===== src/rtl/atcp_pkg.sv =====
// shared types, character codes and calendar constants for the time-code line parser
package atcp_pkg;

    localparam logic [7:0] CHAR_TAB   = 8'd9;
    localparam logic [7:0] CHAR_LF    = 8'd10;
    localparam logic [7:0] CHAR_CR    = 8'd13;
    localparam logic [7:0] CHAR_SPACE = 8'd32;
    localparam logic [7:0] CHAR_ZERO  = 8'd48;
    localparam logic [7:0] CHAR_NINE  = 8'd57;
    localparam logic [7:0] CHAR_COLON = 8'd58;

    localparam logic [13:0] YEAR_MAX       = 14'd9999;
    localparam logic [9:0]  DOY_MAX        = 10'd999;
    localparam logic [6:0]  TIME_MAX       = 7'd99;
    localparam logic [3:0]  TOKEN_MAX      = 4'd15;
    localparam logic [4:0]  YEAR_MAX_MOD25 = 5'd24;

    localparam logic [3:0] TOK_YEAR = 4'd0;
    localparam logic [3:0] TOK_DOY  = 4'd1;
    localparam logic [3:0] TOK_TIME = 4'd2;
    localparam logic [3:0] TOK_ZONE = 4'd3;

    // last day-of-year of each month in a common year
    localparam logic [8:0] MONTH_END [12] = '{
        9'd31, 9'd59, 9'd90, 9'd120, 9'd151, 9'd181,
        9'd212, 9'd243, 9'd273, 9'd304, 9'd334, 9'd365
    };

    typedef struct packed {
        logic [7:0] char_code;
    } in_item_t;

    typedef struct packed {
        logic        format_ok;
        logic [3:0]  token_total;
        logic [13:0] year_value;
        logic [9:0]  day_of_year;
        logic [3:0]  month_number;
        logic [4:0]  day_of_month;
        logic [6:0]  hour_value;
        logic [6:0]  minute_value;
        logic [6:0]  second_value;
        logic        zone_present;
        logic [31:0] zone_text;
    } result_t;

    // parser state seen by the result logic
    typedef struct packed {
        logic [3:0]  token_position;
        logic        line_nonempty;
        logic [13:0] year;
        logic [4:0]  year_mod25;
        logic [9:0]  doy;
        logic [6:0]  hour;
        logic [6:0]  minute;
        logic [6:0]  second;
        logic [31:0] zone_bytes;
    } line_state_t;

    // acc * 10 + d, clipped at maxv
    function automatic logic [13:0] dec_push(logic [13:0] acc, logic [3:0] d,
                                             logic [13:0] maxv);
        logic [17:0] v;
        v = {4'd0, acc} * 18'd10 + {14'd0, d};
        return (v > {4'd0, maxv}) ? maxv : v[13:0];
    endfunction

    // v mod 25 for v below 250, by reciprocal multiply
    function automatic logic [4:0] mod25(logic [7:0] v);
        logic [13:0] p;
        logic [7:0]  r;
        p = {6'd0, v} * 14'd41;
        r = v - {4'd0, p[13:10]} * 8'd25;
        return r[4:0];
    endfunction

endpackage


===== src/rtl/atcp_stream_if.sv =====
// valid/ready channel carrying one item per handshake
interface atcp_stream_if #(
    parameter type payload_t = logic [7:0]
) ();
    logic     valid;
    logic     ready;
    payload_t data;

    modport source (output valid, output data, input ready);
    modport sink   (input valid, input data, output ready);
endinterface


===== src/rtl/atcp_parse.sv =====
// per-character token and field accumulation state of one line
module atcp_parse import atcp_pkg::*; (
    input  logic        clk,
    input  logic        rst_n,
    input  logic        step,
    input  logic [7:0]  char_code,
    output line_state_t state
);

    logic [3:0]  token_position_reg, token_position_next;
    logic        inside_token_reg, inside_token_next;
    logic        line_nonempty_reg, line_nonempty_next;
    logic [13:0] year_reg, year_next;
    logic [4:0]  year_mod_reg, year_mod_next;
    logic [9:0]  doy_reg, doy_next;
    logic [6:0]  time_reg [3];
    logic [6:0]  time_next [3];
    logic [1:0]  part_reg, part_next;
    logic [2:0]  stopped_reg, stopped_next;
    logic        has_digit_reg, has_digit_next;
    logic [31:0] zone_reg, zone_next;
    logic [2:0]  zone_count_reg, zone_count_next;

    logic        is_digit;
    logic [7:0]  char_diff;
    logic [3:0]  digit;
    logic [3:0]  tok_pos;
    logic [3:0]  tok;
    logic [17:0] year_wide;
    logic [13:0] time_pushed;

    assign is_digit  = (char_code >= CHAR_ZERO) && (char_code <= CHAR_NINE);
    assign char_diff = char_code - CHAR_ZERO;
    assign digit     = char_diff[3:0];
    assign year_wide = {4'd0, year_reg} * 18'd10 + {14'd0, digit};
    assign time_pushed = dec_push({7'd0, time_reg[part_reg]}, digit, {7'd0, TIME_MAX});

    always_comb
    begin
        token_position_next = token_position_reg;
        inside_token_next   = inside_token_reg;
        line_nonempty_next  = line_nonempty_reg;
        year_next           = year_reg;
        year_mod_next       = year_mod_reg;
        doy_next            = doy_reg;
        time_next           = time_reg;
        part_next           = part_reg;
        stopped_next        = stopped_reg;
        has_digit_next      = has_digit_reg;
        zone_next           = zone_reg;
        zone_count_next     = zone_count_reg;

        tok_pos = token_position_reg;
        if (!inside_token_reg && token_position_reg < TOKEN_MAX)
        begin
            tok_pos = token_position_reg + 4'd1;
        end
        tok = tok_pos - 4'd1;

        if (step && char_code == CHAR_LF)
        begin
            token_position_next = '0;
            inside_token_next   = 1'b0;
            line_nonempty_next  = 1'b0;
            year_next           = '0;
            year_mod_next       = '0;
            doy_next            = '0;
            time_next           = '{3{7'd0}};
            part_next           = '0;
            stopped_next        = '0;
            has_digit_next      = 1'b0;
            zone_next           = '0;
            zone_count_next     = '0;
        end
        else if (step && char_code != CHAR_CR)
        begin
            line_nonempty_next = 1'b1;
            if (char_code == CHAR_SPACE || char_code == CHAR_TAB)
            begin
                inside_token_next = 1'b0;
            end
            else
            begin
                inside_token_next   = 1'b1;
                token_position_next = tok_pos;
                case (tok)
                    TOK_YEAR:
                    begin
                        if (!stopped_reg[0])
                        begin
                            if (is_digit)
                            begin
                                year_next = dec_push(year_reg, digit, YEAR_MAX);
                                // track year mod 25 for the century leap rules
                                if (year_wide > {4'd0, YEAR_MAX})
                                begin
                                    year_mod_next = YEAR_MAX_MOD25;
                                end
                                else
                                begin
                                    year_mod_next = mod25({3'd0, year_mod_reg} * 8'd10
                                                          + {4'd0, digit});
                                end
                            end
                            else
                            begin
                                stopped_next[0] = 1'b1;
                            end
                        end
                    end
                    TOK_DOY:
                    begin
                        if (!stopped_reg[1])
                        begin
                            if (is_digit)
                            begin
                                doy_next = 10'(dec_push({4'd0, doy_reg}, digit,
                                                        {4'd0, DOY_MAX}));
                            end
                            else
                            begin
                                stopped_next[1] = 1'b1;
                            end
                        end
                    end
                    TOK_TIME:
                    begin
                        if (!stopped_reg[2])
                        begin
                            if (is_digit)
                            begin
                                time_next[part_reg] = time_pushed[6:0];
                                has_digit_next      = 1'b1;
                            end
                            else if (char_code == CHAR_COLON && has_digit_reg
                                     && part_reg < 2'd2)
                            begin
                                part_next      = part_reg + 2'd1;
                                has_digit_next = 1'b0;
                            end
                            else
                            begin
                                stopped_next[2] = 1'b1;
                            end
                        end
                    end
                    TOK_ZONE:
                    begin
                        if (zone_count_reg < 3'd4)
                        begin
                            case (zone_count_reg[1:0])
                                2'd0:    zone_next[31:24] = char_code;
                                2'd1:    zone_next[23:16] = char_code;
                                2'd2:    zone_next[15:8]  = char_code;
                                default: zone_next[7:0]   = char_code;
                            endcase
                            zone_count_next = zone_count_reg + 3'd1;
                        end
                    end
                    default:
                    begin
                    end
                endcase
            end
        end
    end

    always_ff @(posedge clk or negedge rst_n)
    begin
        if (!rst_n)
        begin
            token_position_reg <= '0;
            inside_token_reg   <= 1'b0;
            line_nonempty_reg  <= 1'b0;
            year_reg           <= '0;
            year_mod_reg       <= '0;
            doy_reg            <= '0;
            time_reg           <= '{3{7'd0}};
            part_reg           <= '0;
            stopped_reg        <= '0;
            has_digit_reg      <= 1'b0;
            zone_reg           <= '0;
            zone_count_reg     <= '0;
        end
        else
        begin
            token_position_reg <= token_position_next;
            inside_token_reg   <= inside_token_next;
            line_nonempty_reg  <= line_nonempty_next;
            year_reg           <= year_next;
            year_mod_reg       <= year_mod_next;
            doy_reg            <= doy_next;
            time_reg           <= time_next;
            part_reg           <= part_next;
            stopped_reg        <= stopped_next;
            has_digit_reg      <= has_digit_next;
            zone_reg           <= zone_next;
            zone_count_reg     <= zone_count_next;
        end
    end

    assign state.token_position = token_position_reg;
    assign state.line_nonempty  = line_nonempty_reg;
    assign state.year           = year_reg;
    assign state.year_mod25     = year_mod_reg;
    assign state.doy            = doy_reg;
    assign state.hour           = time_reg[0];
    assign state.minute         = time_reg[1];
    assign state.second         = time_reg[2];
    assign state.zone_bytes     = zone_reg;

endmodule


===== src/rtl/atcp_date.sv =====
// day-of-year to month and day, gregorian leap years
module atcp_date import atcp_pkg::*; (
    input  logic [9:0] doy,
    input  logic [3:0] year_low,
    input  logic [4:0] year_mod25,
    output logic [3:0] month,
    output logic [4:0] day
);

    logic       leap;
    logic [9:0] end_day [12];
    logic [9:0] start_day [12];
    logic [3:0] sel;
    logic       hit;
    logic [9:0] day_wide;

    // divisible by 4 and not by 100, or divisible by 400 (16 and 25)
    assign leap = (year_low[1:0] == 2'd0 && year_mod25 != 5'd0)
               || (year_low == 4'd0 && year_mod25 == 5'd0);

    always_comb
    begin
        for (int m = 0; m < 12; m++)
        begin
            end_day[m] = {1'b0, MONTH_END[m]} + {9'd0, (m >= 1) && leap};
        end
        start_day[0] = '0;
        for (int m = 1; m < 12; m++)
        begin
            start_day[m] = end_day[m - 1];
        end

        sel = '0;
        hit = 1'b0;
        for (int m = 11; m >= 0; m--)
        begin
            if (doy <= end_day[m])
            begin
                sel = 4'(m);
                hit = 1'b1;
            end
        end

        day_wide = doy - start_day[sel];
        month    = hit ? sel + 4'd1 : 4'd0;
        day      = hit ? day_wide[4:0] : 5'd0;
    end

endmodule


===== src/rtl/ascii_time_code_line_parser.sv =====
// top level: input register, line parser, end-of-line result register
// Takes one ASCII byte per item on in_ch and sustains one item per clock. A byte is held
// in an input register until the parser takes it, then updates the token and field state; a line feed
// after a non-empty line loads the result register, where the month and day are worked out
// from day-of-year in the same cycle by a compare against the twelve month ends. A result
// is presented on out_ch straight from the result register. Input keeps flowing while
// a result waits; only a second line feed that finds the result register still full stalls.
module ascii_time_code_line_parser import atcp_pkg::*; (
    input  logic          clk,
    input  logic          rst_n,
    atcp_stream_if.sink   in_ch,
    atcp_stream_if.source out_ch
);

    logic        in_valid_reg;
    logic [7:0]  in_char_reg;
    logic        out_valid_reg, out_valid_next;
    result_t     out_data_reg, out_data_next;

    line_state_t state;
    logic        emit;
    logic        proceed;
    logic [3:0]  month;
    logic [4:0]  day;
    logic        ok;
    logic        zone_here;

    assign emit    = in_valid_reg && in_char_reg == CHAR_LF && state.line_nonempty;
    assign proceed = in_valid_reg && (!emit || !out_valid_reg || out_ch.ready);
    assign in_ch.ready = !in_valid_reg || proceed;

    always_ff @(posedge clk or negedge rst_n)
    begin
        if (!rst_n)
        begin
            in_valid_reg <= 1'b0;
        end
        else if (in_ch.ready)
        begin
            in_valid_reg <= in_ch.valid;
        end
    end

    always_ff @(posedge clk)
    begin
        if (in_ch.ready && in_ch.valid)
        begin
            in_char_reg <= in_ch.data.char_code;
        end
    end

    atcp_parse u_parse (
        .clk       (clk),
        .rst_n     (rst_n),
        .step      (proceed),
        .char_code (in_char_reg),
        .state     (state)
    );

    atcp_date u_date (
        .doy        (state.doy),
        .year_low   (state.year[3:0]),
        .year_mod25 (state.year_mod25),
        .month      (month),
        .day        (day)
    );

    assign ok        = state.token_position >= 4'd3;
    assign zone_here = state.token_position >= 4'd4;

    always_comb
    begin
        out_data_next              = '0;
        out_data_next.format_ok    = ok;
        out_data_next.token_total  = state.token_position;
        if (ok)
        begin
            out_data_next.year_value   = state.year;
            out_data_next.day_of_year  = state.doy;
            out_data_next.month_number = month;
            out_data_next.day_of_month = day;
            out_data_next.hour_value   = state.hour;
            out_data_next.minute_value = state.minute;
            out_data_next.second_value = state.second;
            out_data_next.zone_present = zone_here;
            out_data_next.zone_text    = zone_here ? state.zone_bytes : 32'd0;
        end

        out_valid_next = out_valid_reg;
        if (proceed && emit)
        begin
            out_valid_next = 1'b1;
        end
        else if (out_ch.ready)
        begin
            out_valid_next = 1'b0;
        end
    end

    always_ff @(posedge clk or negedge rst_n)
    begin
        if (!rst_n)
        begin
            out_valid_reg <= 1'b0;
        end
        else
        begin
            out_valid_reg <= out_valid_next;
        end
    end

    always_ff @(posedge clk)
    begin
        if (proceed && emit)
        begin
            out_data_reg <= out_data_next;
        end
    end

    assign out_ch.valid = out_valid_reg;
    assign out_ch.data  = out_data_reg;

    // a line end that goes through always leaves a result behind
    a_emit_loads: assert property (@(posedge clk) disable iff (!rst_n)
        proceed && emit |=> out_valid_reg)
        else $error("line end did not load the result register");

    // a held byte is not lost or changed while the result side stalls
    a_hold_char: assert property (@(posedge clk) disable iff (!rst_n)
        in_valid_reg && !proceed |=> in_valid_reg && $stable(in_char_reg))
        else $error("stalled byte dropped or changed");

    // a line feed clears the line state
    a_lf_clears: assert property (@(posedge clk) disable iff (!rst_n)
        proceed && in_char_reg == CHAR_LF |=>
            state.token_position == 4'd0 && !state.line_nonempty)
        else $error("line state not cleared after line feed");

endmodule


===== src/flat_wrapper.sv =====
// flat-port wrapper written by rule: the top's interface ports become plain ports
module ascii_time_code_line_parser_flat import atcp_pkg::*;
  (clk, rst_n, in_ch_valid, in_ch_data, in_ch_ready, out_ch_valid, out_ch_data, out_ch_ready);
  atcp_stream_if #(.payload_t(in_item_t)) in_ch_i ();
  atcp_stream_if #(.payload_t(result_t)) out_ch_i ();
  input  logic clk;
  input  logic rst_n;
  input wire logic [$bits(in_ch_i.valid)-1:0] in_ch_valid;
  input wire logic [$bits(in_ch_i.data)-1:0] in_ch_data;
  output wire logic [$bits(in_ch_i.ready)-1:0] in_ch_ready;
  output wire logic [$bits(out_ch_i.valid)-1:0] out_ch_valid;
  output wire logic [$bits(out_ch_i.data)-1:0] out_ch_data;
  input wire logic [$bits(out_ch_i.ready)-1:0] out_ch_ready;
  assign in_ch_i.valid = in_ch_valid;
  assign in_ch_i.data = in_ch_data;
  assign in_ch_ready = in_ch_i.ready;
  assign out_ch_valid = out_ch_i.valid;
  assign out_ch_data = out_ch_i.data;
  assign out_ch_i.ready = out_ch_ready;
  ascii_time_code_line_parser u_core (.clk(clk), .rst_n(rst_n), .in_ch(in_ch_i), .out_ch(out_ch_i));
endmodule

===== config.mk =====
export PLATFORM = sky130hd
export DESIGN_NAME = ascii_time_code_line_parser_flat
export DESIGN_NICKNAME = d
export VERILOG_FILES = /design/src/rtl/atcp_pkg.sv /design/src/rtl/atcp_stream_if.sv /design/src/rtl/atcp_parse.sv /design/src/rtl/atcp_date.sv /design/src/rtl/ascii_time_code_line_parser.sv /design/src/flat_wrapper.sv
export SDC_FILE = /design/constraint.sdc
export NUM_CORES = 1
export LEC_CHECK = 0
export ABC_AREA = 1
export BUFFER_PORTS_ARGS = -buffer_cell sky130_fd_sc_hd__buf_2
export CORE_MARGIN = 1.5
export CORE_UTILIZATION = 55
export CTS_CLUSTER_DIAMETER = 60
export DETAILED_ROUTE_END_ITERATION = 8
export PLACE_DENSITY_LB_ADDON = 0.12
export SLEW_MARGIN = 20
export SYNTH_ARGS = -nofsm -noshare
export SYNTH_HDL_FRONTEND = slang
export SYNTH_SLANG_ARGS = --single-unit

===== constraint.sdc =====
create_clock -name clk -period 22.1 [get_ports clk]
set_input_delay 6.63 -clock clk [delete_from_list [all_inputs] [get_ports clk]]
set_output_delay 6.63 -clock clk [all_outputs]
set_load 0.01 [all_outputs]

==> impl_metrics.json <==
{
  "synth_top_family_by_area": "simple AND/OR/NAND/NOR gates",
  "outcome": "finished with violations",
  "switching_share_pct": 45.4,
  "root_buffer": "clkbuf_16",
  "period_needed_ns": 13.93,
  "cp.arrival_ns": 7.30,
  "required_ns": 15.47,
  "rrSetupSlack_ns": 15.02,
  "grt_pass1_wl_mm": 44.9,
  "crit_path_max_incr_delay_ns": 0.23,
  "failed_checks": "DRC",
  "die_area_um2": 23500,
  "htree_levels": 4,
  "fillers": 1873,
  "p_sw_uw": 920,
  "crit_slowest_cell": "nor2_1",
  "multiInputGateArea_um2": 5940,
  "setup_viol": 0,
  "hold_end": "u_core.u_parse.zone_reg[2]",
  "period_share_pct": 63.0,
  "internal-power_uw": 1110,
  "yosysSeqAreaShare_pct": 44.2,
  "wl_mm": 26.6,
  "synthXorXnorAreaFrac_pct": 4.44,
  "synth-compound-area-share_pct": 10.7,
  "syn_to_final_growth_pct": 12.0,
  "power_density_nw_per_um2": 146,
  "numPortBuffers": 105,
  "ys_async_sr_fraction_pct": 49.7,
  "combinationalPowerShare_pct": 60.8,
  "synth_edf_count": 100,
  "clock_latency_ns": 0.45,
  "syn_nets": 1538,
  "num_rows": 54,
  "synthesis.area_um2": 12400,
  "cts_setup_buffers": 0,
  "first_iter_violations": 663,
  "core_um2": 22000,
  "yosys.area_share.adder_pct": 14.2,
  "ff_latch_area_um2": 5480,
  "drc_errors": 11,
  "synthMuxAreaShare_pct": 0.0908,
  "ys_seq_elements": 199,
  "vias_per_cell": 5.29,
  "ys_types": 69,
  "p_leak_uw": 0.00661,
  "r2r_end": "u_core.u_parse.year_mod_reg[4]",
  "hold_class": "flop to flop",
  "gp_congestion": 0.879,
  "fin_tns_setup_ns": 0,
  "wl_per_cell_um": 14.8,
  "pwr-share-clk_pct": 16.8,
  "worst_slew_pin_slew_ns": 0.842,
  "fp.dieH_um": 153,
  "most-common-layout-cells": "nand2_1, inv_1, nor2_1, ha_1, buf_2",
  "largest_register_ffs": 92,
  "grt_pass1_vias": 9300,
  "antenna_found_initial": 0,
  "initial_core_util_pct": 56.5,
  "die_width_um": 153,
  "drt_pass1_iterations": 7,
  "cts_resized": 0,
  "cts_max_path_buffers": 2,
  "ys.flop_type": "edfxtp_1",
  "grt_max_degree": 68,
  "grt_overflow": 0,
  "reg2reg_depth": 30,
  "nets": 1648,
  "io-pin-count": 106,
  "hold_viol_final": 0,
  "num_vias": 9502,
  "synthSimpleGateAreaFrac_pct": 18.2,
  "rsz0062_at_grt": "false",
  "holdBufCountCts": 0,
  "hold_ws_ns": 0.491,
  "path_cells": "buf_2, nor2_1, nand3_2, buf_2",
  "max_freq_mhz": 71.8,
  "relSlewSlack_pct": 43.9,
  "clk_pin_slew_worst_paths_ns": 0.09,
  "start_kind": "input port",
  "drv_slew": 0,
  "antenna_left": 0,
  "cp-end-kind": "primary output",
  "ys_warn_count": 0,
  "diodes": 0,
  "critPathKind": "input port to primary output",
  "whs_path_depth": 2,
  "reg2reg_from": "u_core.in_char_reg[2]",
  "drv_cap": 0,
  "cts_sinks": 199,
  "crit_top_cell": "buf_2",
  "final_common_cell": "nand2_1",
  "grt_use_total_pct": 23.7,
  "hp-start": "u_core.u_parse.zone_reg[2]",
  "fin_skew_ns": 0.0160,
  "syn_inst": 1392,
  "syn_area_per_cell_um2": 8.91,
  "cp_max_fo": 4,
  "cts_buffers": 17,
  "cts_tree": "done",
  "dpl.hpwl_mm": 19.9,
  "power_frac_seq_pct": 22.4,
  "ir_worst_vdd_v": 0.000348,
  "layout-drive-gt1-share_pct": 13.8
}
[critical path: cells and delay by family]
kind	cells	cell delay, ns
and+or+nand+nor	2	0.38
buffers and inverters	2	0.29
[per-layer routing]
metal | track usage, % | vias up | wire [µm]
met1 | 31.3 | 4507 | 12300
met5 | 0 | - | 0
met2 | 40.3 | 168 | 12900
met3 | 3.71 | 29 | 847
li1 | - | 4798 | -
met4 | 7.00 | 0 | 490
[power groups by stage]
stage / combinational [µW] / sequential, µW / clock [µW]
6_report: 1230 / 453 / 341
5_1_grt: 1450 / 457 / 358
4_1_cts: 1250 / 453 / 346
3_5_place_dp: 1240 / 461 / 0
3_3_place_gp: 1210 / 460 / 0
2_1_floorplan: 1010 / 449 / 0
[Yosys cell counts (3+ instances only)]
cell type,number,area [µm²]
nand2_1,240,901
inv_1,230,863
nor2_1,168,631
ha_1,122,1530
o21ai_0,102,510
edfxtp_1,100,3000
dfrtp_1,99,2480
a21oi_1,44,220
nand3_1,43,215
xor2_1,34,298
o22ai_1,17,106
xnor2_1,15,131
fa_1,12,240
clkbuf_1,11,41.3
nand4_1,11,68.8
nor3_1,11,55.1
nand2_2,10,62.6
o21ai_2,9,78.8
o21ai_1,8,40.0
nand3_2,7,70.1
a21o_1,6,45.0
inv_2,5,18.8
nor2_2,5,31.3
nor4_1,5,31.3
or2_2,5,31.3
buf_2,4,20.0
buf_6,4,45.0
o211ai_1,4,30.0
o21bai_1,4,30.0
xor2_2,4,65.1
a31oi_1,3,18.8
[kinds of logic (layout without fill, tap and decap cells)]
family	Yosys count	after routing
and+or+nand+nor	521	521
xor gates and xnor gates	56	56
AOI/OAI and AO/OA	224	224
adders and majority gates	134	134
muxes	1	1
DFF	199	199
buffers and inverters	257	380
[through the flow]
| step | area (µm²) | setup slack, ns | power (µW) | util (%) | cells |
|---|---|---|---|---|---|
| after floorplan | 12400 | 8.50 | 1460 | - | 1392 |
| after global placement | 13200 | 8.20 | 1670 | 60.3 | 1763 |
| after detailed placement | 13200 | 8.17 | 1700 | 60.3 | 1763 |
| after CTS | 13900 | 8.17 | 2050 | 63.3 | 1795 |
| after global routing | 13900 | 8.11 | 2270 | 63.3 | 1795 |
| final | 13900 | 8.17 | 2030 | 63.3 | 1795 |
[worst max-delay path by stage]
stage / cells past startpoint / startpoint / slack [ns] / endpoint
2_1_floorplan: 2 / out_ch_ready / 8.50 / u_core.out_ch.data[0]
3_3_place_gp: 4 / out_ch_ready / 8.20 / in_ch_ready
3_5_place_dp: 4 / out_ch_ready / 8.17 / in_ch_ready
4_1_cts: 4 / out_ch_ready / 8.17 / in_ch_ready
5_1_grt: 4 / out_ch_ready / 8.11 / in_ch_ready
6_report: 4 / out_ch_ready / 8.17 / in_ch_ready
[area by class of cell]
type                       instances  share of cell area, %
multi-input combinational        936                   42.7
timing repair buffer             111                   4.13
tap                              280                   2.52
clock buffer                      17                   3.06
sequential                       199                   39.4
clock inverter                    15                   1.68
inverter                         237                   6.42
No activity file was read; power rests on OpenSTA's default activity.
